--- config.mk ---
export PLATFORM = sky130hd
export DESIGN_NAME = lidar_express_packet_decoder_top_flat
export DESIGN_NICKNAME = d
export VERILOG_FILES = /design/src/hdl/lepd_pkg.sv /design/src/hdl/lepd_byte_if.sv /design/src/hdl/lepd_point_if.sv /design/src/hdl/lepd_ctrl.sv /design/src/hdl/lepd_dpath.sv /design/src/hdl/lidar_express_packet_decoder_top.sv /design/src/flat_wrapper.sv
export SDC_FILE = /design/constraint.sdc
export NUM_CORES = 1
export LEC_CHECK = 0
export BUFFER_PORTS_ARGS = -buffer_cell sky130_fd_sc_hd__buf_2
export CAP_MARGIN = 10
export CORE_MARGIN = 2
export CORE_UTILIZATION = 60
export DETAILED_ROUTE_END_ITERATION = 7
export PLACE_DENSITY = 0.76
export SYNTH_ARGS = -nofsm -noshare
export SYNTH_HDL_FRONTEND = slang
export SYNTH_SLANG_ARGS = --single-unit
--- constraint.sdc ---
create_clock -name clk -period 4.5 [get_ports clk]
set_input_delay 0.45 -clock clk [delete_from_list [all_inputs] [get_ports clk]]
set_output_delay 0.45 -clock clk [all_outputs]
set_load 0.01 [all_outputs]
--- src/hdl/lepd_pkg.sv ---
// Shared constants and types for the express-scan packet decoder.
`timescale 1ns / 1ps
`default_nettype none
package lepd_pkg;

	localparam int PKT_LEN      = 84;
	localparam int HDR_LEN      = 4;
	localparam int CABIN_BYTES  = 5;
	localparam int NUM_CABINS   = 16;
	localparam int POS_W        = $clog2(PKT_LEN);
	localparam int CABIN_W      = $clog2(NUM_CABINS);
	localparam int CBYTE_W      = $clog2(CABIN_BYTES);

	localparam int BYTE_W       = 8;
	localparam int ANGLE_W      = 15;
	localparam int DIST_W       = 14;
	localparam int STATUS_W     = 2;

	localparam logic [ANGLE_W:0] FULL_TURN_Q6 = 16'd23040;
	localparam logic [3:0]       SYNC0_NIB    = 4'hA;
	localparam logic [3:0]       SYNC1_NIB    = 4'h5;

	localparam logic [STATUS_W-1:0] STATUS_OK       = 2'd0;
	localparam logic [STATUS_W-1:0] STATUS_BAD_SYNC = 2'd1;
	localparam logic [STATUS_W-1:0] STATUS_BAD_SUM  = 2'd2;

	typedef struct packed {
		logic [ANGLE_W-1:0]  angle_q6;
		logic [DIST_W-1:0]   distance_q2;
		logic                scan_start;
		logic [STATUS_W-1:0] status;
		logic                last;
	} point_t;

	// controller -> datapath
	typedef struct packed {
		logic               take;        // byte beat accepted
		logic               check;       // verify header, load error result, rewind reader
		logic               rd;          // read one cabin byte from the store
		logic [CBYTE_W-1:0] rd_idx;      // byte slot within the cabin
		logic               ld_p1;       // load first point of the cabin
		logic               ld_p2;       // load second point of the cabin
		logic               next_cabin;
	} lepd_cmd_t;

	// datapath -> controller
	typedef struct packed {
		logic pkt_end;     // current byte position is the final one
		logic pkt_ok;      // sync and checksum good
		logic last_cabin;
	} lepd_sts_t;

endpackage
`default_nettype wire

--- src/hdl/lepd_byte_if.sv ---
// Byte input channel: valid/ready handshake with one received byte.
`timescale 1ns / 1ps
`default_nettype none
interface lepd_byte_if;
	import lepd_pkg::*;

	logic              valid;
	logic              ready;
	logic [BYTE_W-1:0] rx_byte;

	modport source (output valid, output rx_byte, input ready);
	modport sink   (input valid, input rx_byte, output ready);
endinterface
`default_nettype wire

--- src/hdl/lepd_point_if.sv ---
// Result channel: valid/ready handshake with one decoded point or status.
`timescale 1ns / 1ps
`default_nettype none
interface lepd_point_if;
	import lepd_pkg::*;

	logic                valid;
	logic                ready;
	logic [ANGLE_W-1:0]  angle_q6;
	logic [DIST_W-1:0]   distance_q2;
	logic                scan_start;
	logic [STATUS_W-1:0] status;
	logic                last;

	modport source (output valid, output angle_q6, output distance_q2, output scan_start,
		output status, output last, input ready);
	modport sink   (input valid, input angle_q6, input distance_q2, input scan_start,
		input status, input last, output ready);
endinterface
`default_nettype wire

--- src/hdl/lepd_ctrl.sv ---
// Sequencer: byte collection, header check, cabin reads and result beats.
`timescale 1ns / 1ps
`default_nettype none
module lepd_ctrl (
	input  wire logic                 clk,
	input  wire logic                 arst_n,
	input  wire logic                 in_valid,
	output logic                      in_ready,
	output logic                      out_valid,
	input  wire logic                 out_ready,
	input  wire lepd_pkg::lepd_sts_t  sts,
	output lepd_pkg::lepd_cmd_t       cmd
);
	import lepd_pkg::*;

	typedef enum logic [2:0] {
		COLLECT,
		CHECK,
		ERR_OUT,
		READ,
		CALC,
		EMIT1,
		EMIT2
	} state_t;

	state_t             state_q;
	logic [CBYTE_W-1:0] rd_cnt_q;

	localparam logic [CBYTE_W-1:0] LAST_SLOT = CBYTE_W'(CABIN_BYTES - 1);

	assign in_ready  = (state_q == COLLECT);
	assign out_valid = (state_q == ERR_OUT) || (state_q == EMIT1) || (state_q == EMIT2);

	always_comb begin
		cmd            = '0;
		cmd.take       = (state_q == COLLECT) && in_valid;
		cmd.check      = (state_q == CHECK);
		cmd.rd         = (state_q == READ);
		cmd.rd_idx     = rd_cnt_q;
		cmd.ld_p1      = (state_q == CALC);
		cmd.ld_p2      = (state_q == EMIT1) && out_ready;
		cmd.next_cabin = (state_q == EMIT2) && out_ready && !sts.last_cabin;
	end

	always_ff @(posedge clk or negedge arst_n) begin
		if (!arst_n) begin
			state_q  <= COLLECT;
			rd_cnt_q <= '0;
		end else begin
			unique case (state_q)
				COLLECT: begin
					if (in_valid && sts.pkt_end) state_q <= CHECK;
				end
				CHECK: begin
					rd_cnt_q <= '0;
					state_q  <= sts.pkt_ok ? READ : ERR_OUT;
				end
				ERR_OUT: begin
					if (out_ready) state_q <= COLLECT;
				end
				READ: begin
					if (rd_cnt_q == LAST_SLOT) begin
						rd_cnt_q <= '0;
						state_q  <= CALC;
					end else begin
						rd_cnt_q <= rd_cnt_q + 1'b1;
					end
				end
				CALC: begin
					state_q <= EMIT1;
				end
				EMIT1: begin
					if (out_ready) state_q <= EMIT2;
				end
				EMIT2: begin
					if (out_ready) state_q <= sts.last_cabin ? COLLECT : READ;
				end
				default: state_q <= COLLECT;
			endcase
		end
	end

endmodule
`default_nettype wire

--- src/hdl/lepd_dpath.sv ---
// Datapath: packet store, header registers, running XOR, point decode.
`timescale 1ns / 1ps
`default_nettype none
module lepd_dpath (
	input  wire logic                 clk,
	input  wire logic                 arst_n,
	input  wire logic [7:0]           rx_byte,
	input  wire lepd_pkg::lepd_cmd_t  cmd,
	output lepd_pkg::lepd_sts_t       sts,
	output lepd_pkg::point_t          result
);
	import lepd_pkg::*;

	localparam logic [POS_W-1:0] POS_LAST  = POS_W'(PKT_LEN - 1);
	localparam logic [POS_W-1:0] POS_CABIN = POS_W'(HDR_LEN);
	localparam logic [POS_W-1:0] POS_XOR   = POS_W'(2);
	localparam logic [CABIN_W-1:0] CABIN_LAST = CABIN_W'(NUM_CABINS - 1);

	logic [BYTE_W-1:0]  mem [PKT_LEN];
	logic [BYTE_W-1:0]  hdr_q [HDR_LEN];
	logic [BYTE_W-1:0]  cab_q [CABIN_BYTES];
	logic [POS_W-1:0]   pos_q;
	logic [POS_W-1:0]   rd_addr_q;
	logic [CABIN_W-1:0] cabin_q;
	logic [BYTE_W-1:0]  xor_q;
	point_t             result_q;

	logic                sync_ok;
	logic [BYTE_W-1:0]   hdr_sum;
	logic [ANGLE_W-1:0]  base;
	logic [5:0]          delta1;
	logic [5:0]          delta2;
	logic [ANGLE_W-1:0]  angle1;
	logic [ANGLE_W-1:0]  angle2;

	function automatic logic [ANGLE_W-1:0] wrap_angle(input logic [ANGLE_W-1:0] b,
		input logic [5:0] d);
		logic [ANGLE_W:0] sum;
		begin
			sum = {1'b0, b} + {(ANGLE_W - 8)'(0), d, 3'b000};
			if (sum >= FULL_TURN_Q6) sum = sum - FULL_TURN_Q6;
			return sum[ANGLE_W-1:0];
		end
	endfunction

	assign sync_ok = (hdr_q[0][7:4] == SYNC0_NIB) && (hdr_q[1][7:4] == SYNC1_NIB);
	assign hdr_sum = {hdr_q[1][3:0], hdr_q[0][3:0]};
	assign base    = {hdr_q[3][6:0], hdr_q[2]};
	assign delta1  = {cab_q[0][1:0], cab_q[4][3:0]};
	assign delta2  = {cab_q[2][1:0], cab_q[4][7:4]};
	assign angle1  = wrap_angle(base, delta1);
	assign angle2  = wrap_angle(base, delta2);

	assign sts.pkt_end    = (pos_q == POS_LAST);
	assign sts.pkt_ok     = sync_ok && (hdr_sum == xor_q);
	assign sts.last_cabin = (cabin_q == CABIN_LAST);
	assign result         = result_q;

	// packet store: one write, one registered read into the cabin slots
	always_ff @(posedge clk) begin
		if (cmd.take) mem[pos_q] <= rx_byte;
		if (cmd.rd) cab_q[cmd.rd_idx] <= mem[rd_addr_q];
	end

	always_ff @(posedge clk) begin
		if (cmd.take && (pos_q < POS_CABIN)) hdr_q[pos_q[1:0]] <= rx_byte;
	end

	always_ff @(posedge clk or negedge arst_n) begin
		if (!arst_n) begin
			pos_q     <= '0;
			xor_q     <= '0;
			rd_addr_q <= POS_CABIN;
			cabin_q   <= '0;
		end else begin
			if (cmd.take) begin
				pos_q <= (pos_q == POS_LAST) ? '0 : pos_q + 1'b1;
				if (pos_q >= POS_XOR) xor_q <= xor_q ^ rx_byte;
			end
			if (cmd.check) begin
				xor_q     <= '0;
				rd_addr_q <= POS_CABIN;
				cabin_q   <= '0;
			end
			if (cmd.rd) rd_addr_q <= rd_addr_q + 1'b1;
			if (cmd.next_cabin) cabin_q <= cabin_q + 1'b1;
		end
	end

	always_ff @(posedge clk) begin
		priority if (cmd.check) begin
			result_q.angle_q6    <= '0;
			result_q.distance_q2 <= '0;
			result_q.scan_start  <= 1'b0;
			result_q.status      <= sync_ok ? STATUS_BAD_SUM : STATUS_BAD_SYNC;
			result_q.last        <= 1'b1;
		end else if (cmd.ld_p1) begin
			result_q.angle_q6    <= angle1;
			result_q.distance_q2 <= {cab_q[1], cab_q[0][7:2]};
			result_q.scan_start  <= hdr_q[3][7] && (cabin_q == '0);
			result_q.status      <= STATUS_OK;
			result_q.last        <= 1'b0;
		end else if (cmd.ld_p2) begin
			result_q.angle_q6    <= angle2;
			result_q.distance_q2 <= {cab_q[3], cab_q[2][7:2]};
			result_q.scan_start  <= 1'b0;
			result_q.status      <= STATUS_OK;
			result_q.last        <= (cabin_q == CABIN_LAST);
		end else begin
			result_q <= result_q;
		end
	end

endmodule
`default_nettype wire

--- src/hdl/lidar_express_packet_decoder_top.sv ---
// Top level of the express-scan packet decoder.
//
//   channel  dir  payload                                           beat
//   rx       in   rx_byte[7:0]                                      one received byte
//   points   out  angle_q6, distance_q2, scan_start, status, last   one point or status
//
// A byte is taken when rx is valid and ready; bytes 1..83 of a packet cause no result.
// In the cycle after byte 84 the CHECK state checks the header; a bad packet then gives one status beat.
// A good packet gives 16 cabins, each of 5 store reads, a decode step and 2 point beats;
// the single store read port reads the cabin bytes one at a time.
// rx is not ready while a packet is decoded; a stalled points beat holds the sequence.
// arst_n clears the framing count, the running XOR and the sequencer.
`timescale 1ns / 1ps
`default_nettype none
module lidar_express_packet_decoder_top (
	input  wire logic    clk,
	input  wire logic    arst_n,
	lepd_byte_if.sink    rx,
	lepd_point_if.source points
);
	import lepd_pkg::*;

	lepd_cmd_t cmd;
	lepd_sts_t sts;
	point_t    result;

	lepd_ctrl u_ctrl (
		.clk       (clk),
		.arst_n    (arst_n),
		.in_valid  (rx.valid),
		.in_ready  (rx.ready),
		.out_valid (points.valid),
		.out_ready (points.ready),
		.sts       (sts),
		.cmd       (cmd)
	);

	lepd_dpath u_dpath (
		.clk     (clk),
		.arst_n  (arst_n),
		.rx_byte (rx.rx_byte),
		.cmd     (cmd),
		.sts     (sts),
		.result  (result)
	);

	assign points.angle_q6    = result.angle_q6;
	assign points.distance_q2 = result.distance_q2;
	assign points.scan_start  = result.scan_start;
	assign points.status      = result.status;
	assign points.last        = result.last;

endmodule
`default_nettype wire
--- src/flat_wrapper.sv ---
// flat-port wrapper written by rule: the top's interface ports become plain ports
module lidar_express_packet_decoder_top_flat import lepd_pkg::*;
  (clk, arst_n, rx_valid, rx_rx_byte, rx_ready, points_valid, points_angle_q6, points_distance_q2, points_scan_start, points_status, points_last, points_ready);
  lepd_byte_if rx_i ();
  lepd_point_if points_i ();
  input  wire logic clk;
  input  wire logic arst_n;
  input wire logic [$bits(rx_i.valid)-1:0] rx_valid;
  input wire logic [$bits(rx_i.rx_byte)-1:0] rx_rx_byte;
  output wire logic [$bits(rx_i.ready)-1:0] rx_ready;
  output wire logic [$bits(points_i.valid)-1:0] points_valid;
  output wire logic [$bits(points_i.angle_q6)-1:0] points_angle_q6;
  output wire logic [$bits(points_i.distance_q2)-1:0] points_distance_q2;
  output wire logic [$bits(points_i.scan_start)-1:0] points_scan_start;
  output wire logic [$bits(points_i.status)-1:0] points_status;
  output wire logic [$bits(points_i.last)-1:0] points_last;
  input wire logic [$bits(points_i.ready)-1:0] points_ready;
  assign rx_i.valid = rx_valid;
  assign rx_i.rx_byte = rx_rx_byte;
  assign rx_ready = rx_i.ready;
  assign points_valid = points_i.valid;
  assign points_angle_q6 = points_i.angle_q6;
  assign points_distance_q2 = points_i.distance_q2;
  assign points_scan_start = points_i.scan_start;
  assign points_status = points_i.status;
  assign points_last = points_i.last;
  assign points_i.ready = points_ready;
  lidar_express_packet_decoder_top u_core (.clk(clk), .arst_n(arst_n), .rx(rx_i), .points(points_i));
endmodule
==> run metrics <==
Critical Path Slowest Stage Cell ha_1; Clock Sinks 809; highest ir drop seen on vdd 0.4007 mV; Initial DRT Pass Iterations 5; CTS max path bufs 3; CTS tree done; 1st-iter DRT viols 2097; Sequential Power Share 45.3%; # resized after CTS 0; Die Y 236.5 um; Routed WL 70470 um; fin. max-slew vios 0; Fill cells 3375; Int Pwr 14420 uW; EDFF count, synth 746; Switch Pwr 5557 uW; total I/O pin count 47; DRC Markers 0; Buf+Inv Stages, Crit Path 1; row count 85; HP Class in -> reg; Fin Clk Skew 0.02050 ns; Post-Syn Nets 1709; post-route ant nets 0; hold buffer count at cts 1; Reg-to-Reg Start u_core.u_dpath.hdr_q[3][0]; Data required, critical path 4.99 ns; initial antenna violation count 0; vias in the first global route 16633; register bit total from synthesis 809; ys async rst share 3.956%; Critical Path AT 4.07 ns; Worst R2R Setup Slack 0.92 ns; hpwl dp 42060 um; setup bufs post-CTS 0; area share of the largest cell type after synthesis 69.08%; top-count cell post-synth edfxtp_1; Leak Pwr 0.01163 uW; Hold WS 0.2770 ns; Ys Warns 0; worst path cell trace ha_1 -> nand2_1 -> nor3_1 -> o21ai_1 -> xnor2_1 -> inv_1 -> ha_1 -> nand4bb_1 -> nor4_1 -> nand3_1 -> o311ai_1 -> a41oi_2 -> mux2i_1 -> a221o_1; Netlist cell types 71; root buf cell clkbuf_16; worst-path fanout max 11; Layout area overhead 11.48%; gr usage total 26.00%; CP top delay family compound AO/OA/AOI/OAI gates; largest area contributor in the netlist edfxtp_1; area of the multi-input gates 8063 um^2; cells after synthesis 1671; layout cells sized above 1 23.81%; Vias 16431; max frequency 0.2793 GHz; Setup crit end kind flop; outcome complete, no violations; core area 53600 um^2; Final nets 1800; Top cell by count, worst path ha_1; Port Buffer Count 46; Inserted Clock Buffers 81; FF+latch area 23830 um^2; hold_sp rx_valid; register area share after synthesis 73.46%; Switching Fraction 27.81%; MaxCap Viol Count 0; synth top area cells edfxtp_1 (69%), mux4_2 (15%), dfrtp_1 (2.4%); GPL Wtd Cong 0.8689; hold worst-path end u_core.u_dpath.pos_q[4]; PD cells 552.6 nW/um^2; clock-pin slew on the worst setup and hold paths 0.06 ns; setup_tns 0 ns; critical path class reg -> reg; Die W 236.5 um; Crit path largest cell delay 0.49 ns; endpoints failing setup 0; Reg2Reg Depth 14; clock power share 32.3%; first-pass GRT wire length 106800 um; WHS Path Cells 4; Mapped Area 32430 um^2; H-tree levels 3; startpoint types flop; Max transition margin 24.95%; Least-Margin Pin Slew 1.126 ns; final hold viol count 0; Starting Density 60.50%; Die ar. 55930 um^2; unrepaired setup endpoints after global routing no; Vias/cell 6.520; Comb pwr share 22.4%; routed len/inst 27.96 um; Synth Area per Inst 19.41 um^2; clock insertion delay at the later pin of the skew report 0.61 ns; Tmin final 3.580 ns; grt total ovfl 0; r2r endpoint u_core.u_dpath.result[27]; Worst setup startpoint u_core.u_dpath.hdr_q[3][0]; crit share post-route 79.55%; largest net degree at the start of global routing 90; ys flop type edfxtp_1; top post-synthesis cells by count edfxtp_1 (746), mux4_2 (216), nor2_1 (137), nand2_1 (72), clkbuf_1 (48)
## through the flow
stage	cells	worst slack, ns	area (um^2)	utilization (%)	total power, uW
after floorplan	1671	1.289	32430	-	12120
after global placement	2373	1.075	33590	62.67	13530
after detailed placement	2373	0.9798	33590	62.67	13650
after CTS	2518	0.9616	36140	67.42	20080
after global routing	2519	0.5872	36150	67.44	20700
final	2520	0.9202	36150	67.45	19980
## worst max-delay path by stage
stage	end	slack, ns	cells past startpoint
CTS	u_core.u_dpath.result[27]	0.96	14
floorplan	u_core.u_dpath.result[27]	1.29	15
global placement	u_core.u_dpath.result[27]	1.08	14
finish	u_core.u_dpath.result[27]	0.92	14
detailed placement	u_core.u_dpath.result[27]	0.98	14
global route	u_core.u_dpath.result[31]	0.59	15
## cells by family (layout without fill, tap and decap cells)
group / Yosys count / after routing / share of synthesized area, %
DFF: 809 / 809 / 73.46
and+or+nand+nor: 300 / 300 / 4.205
muxes: 233 / 233 / 15.54
AOI/OAI and AO/OA: 140 / 140 / 3.036
buffers and inverters: 125 / 277 / 1.682
xor gates and xnor gates: 38 / 38 / 1.026
adders and majority gates: 26 / 26 / 1.049
other: 0 / 1 / 0
## area by class of cell
type | instances | share of cell area (%)
Antenna cell | 1 | 0.006922
Multi-Input combinational cell | 737 | 22.30
Timing Repair Buffer | 95 | 1.952
Clock inverter | 43 | 1.000
Tap cell | 696 | 2.409
Sequential cell | 809 | 65.92
Inverter | 38 | 0.3945
Clock buffer | 101 | 6.015
## sequential cells by signal, indices dropped and copies added, names as in the netlist, 4 cells and up
name                      flops
u_core.u_dpath.hdr_q         32
u_core.u_dpath.rd_addr_q      7
u_core.u_dpath.cabin_q        4
u_core.u_dpath.cab_q         40
u_core.u_dpath.xor_q          8
u_core.u_dpath.mem          672
u_core.u_dpath.result        33
u_core.u_dpath.pos_q          7
## metal layers
layer	wire length (um)	vias to the layer above	track usage [%]
li1	-	6973	-
met3	5257	143	4.943
met4	2563	0	9.359
met1	27900	8549	36.32
met2	34750	766	41.83
met5	0	-	0.1732
## power groups by stage
stage | logic [uW] | clock network [uW] | registers, uW
after floorplan | 3110 | 0 | 9010
after global placement | 4360 | 0 | 9170
after detailed placement | 4460 | 0 | 9190
after CTS | 4490 | 6540 | 9040
after global routing | 4770 | 6850 | 9080
final | 4470 | 6460 | 9050
## placed cells by master, fill, tap and decap left out, types with 10 or more instances in the layout
master     instances
clkinv_2          10
mux2i_1           14
a21oi_1           27
ha_1              24
buf_4             44
nand2_1           72
edfxtp_1         746
dfrtp_1           28
buf_2             42
clkinv_1          16
xor2_1            21
inv_1             36
mux4_2           216
nor4_1            10
dfxtp_1           31
nor2b_1           10
clkbuf_1          15
clkbuf_16         83
a222oi_1          15
xnor2_1           17
nand3_1           21
nor2_1           136
o21ai_0           26
## worst min-delay path: cells and delay by family
kind	cells	cell delay, ns
buffers and inverters	1	0.12
AND/OR/NAND/NOR	2	0.18
AO/OA/AOI/OAI	1	0.10
Note: power is estimated with default switching activity, not from simulation.
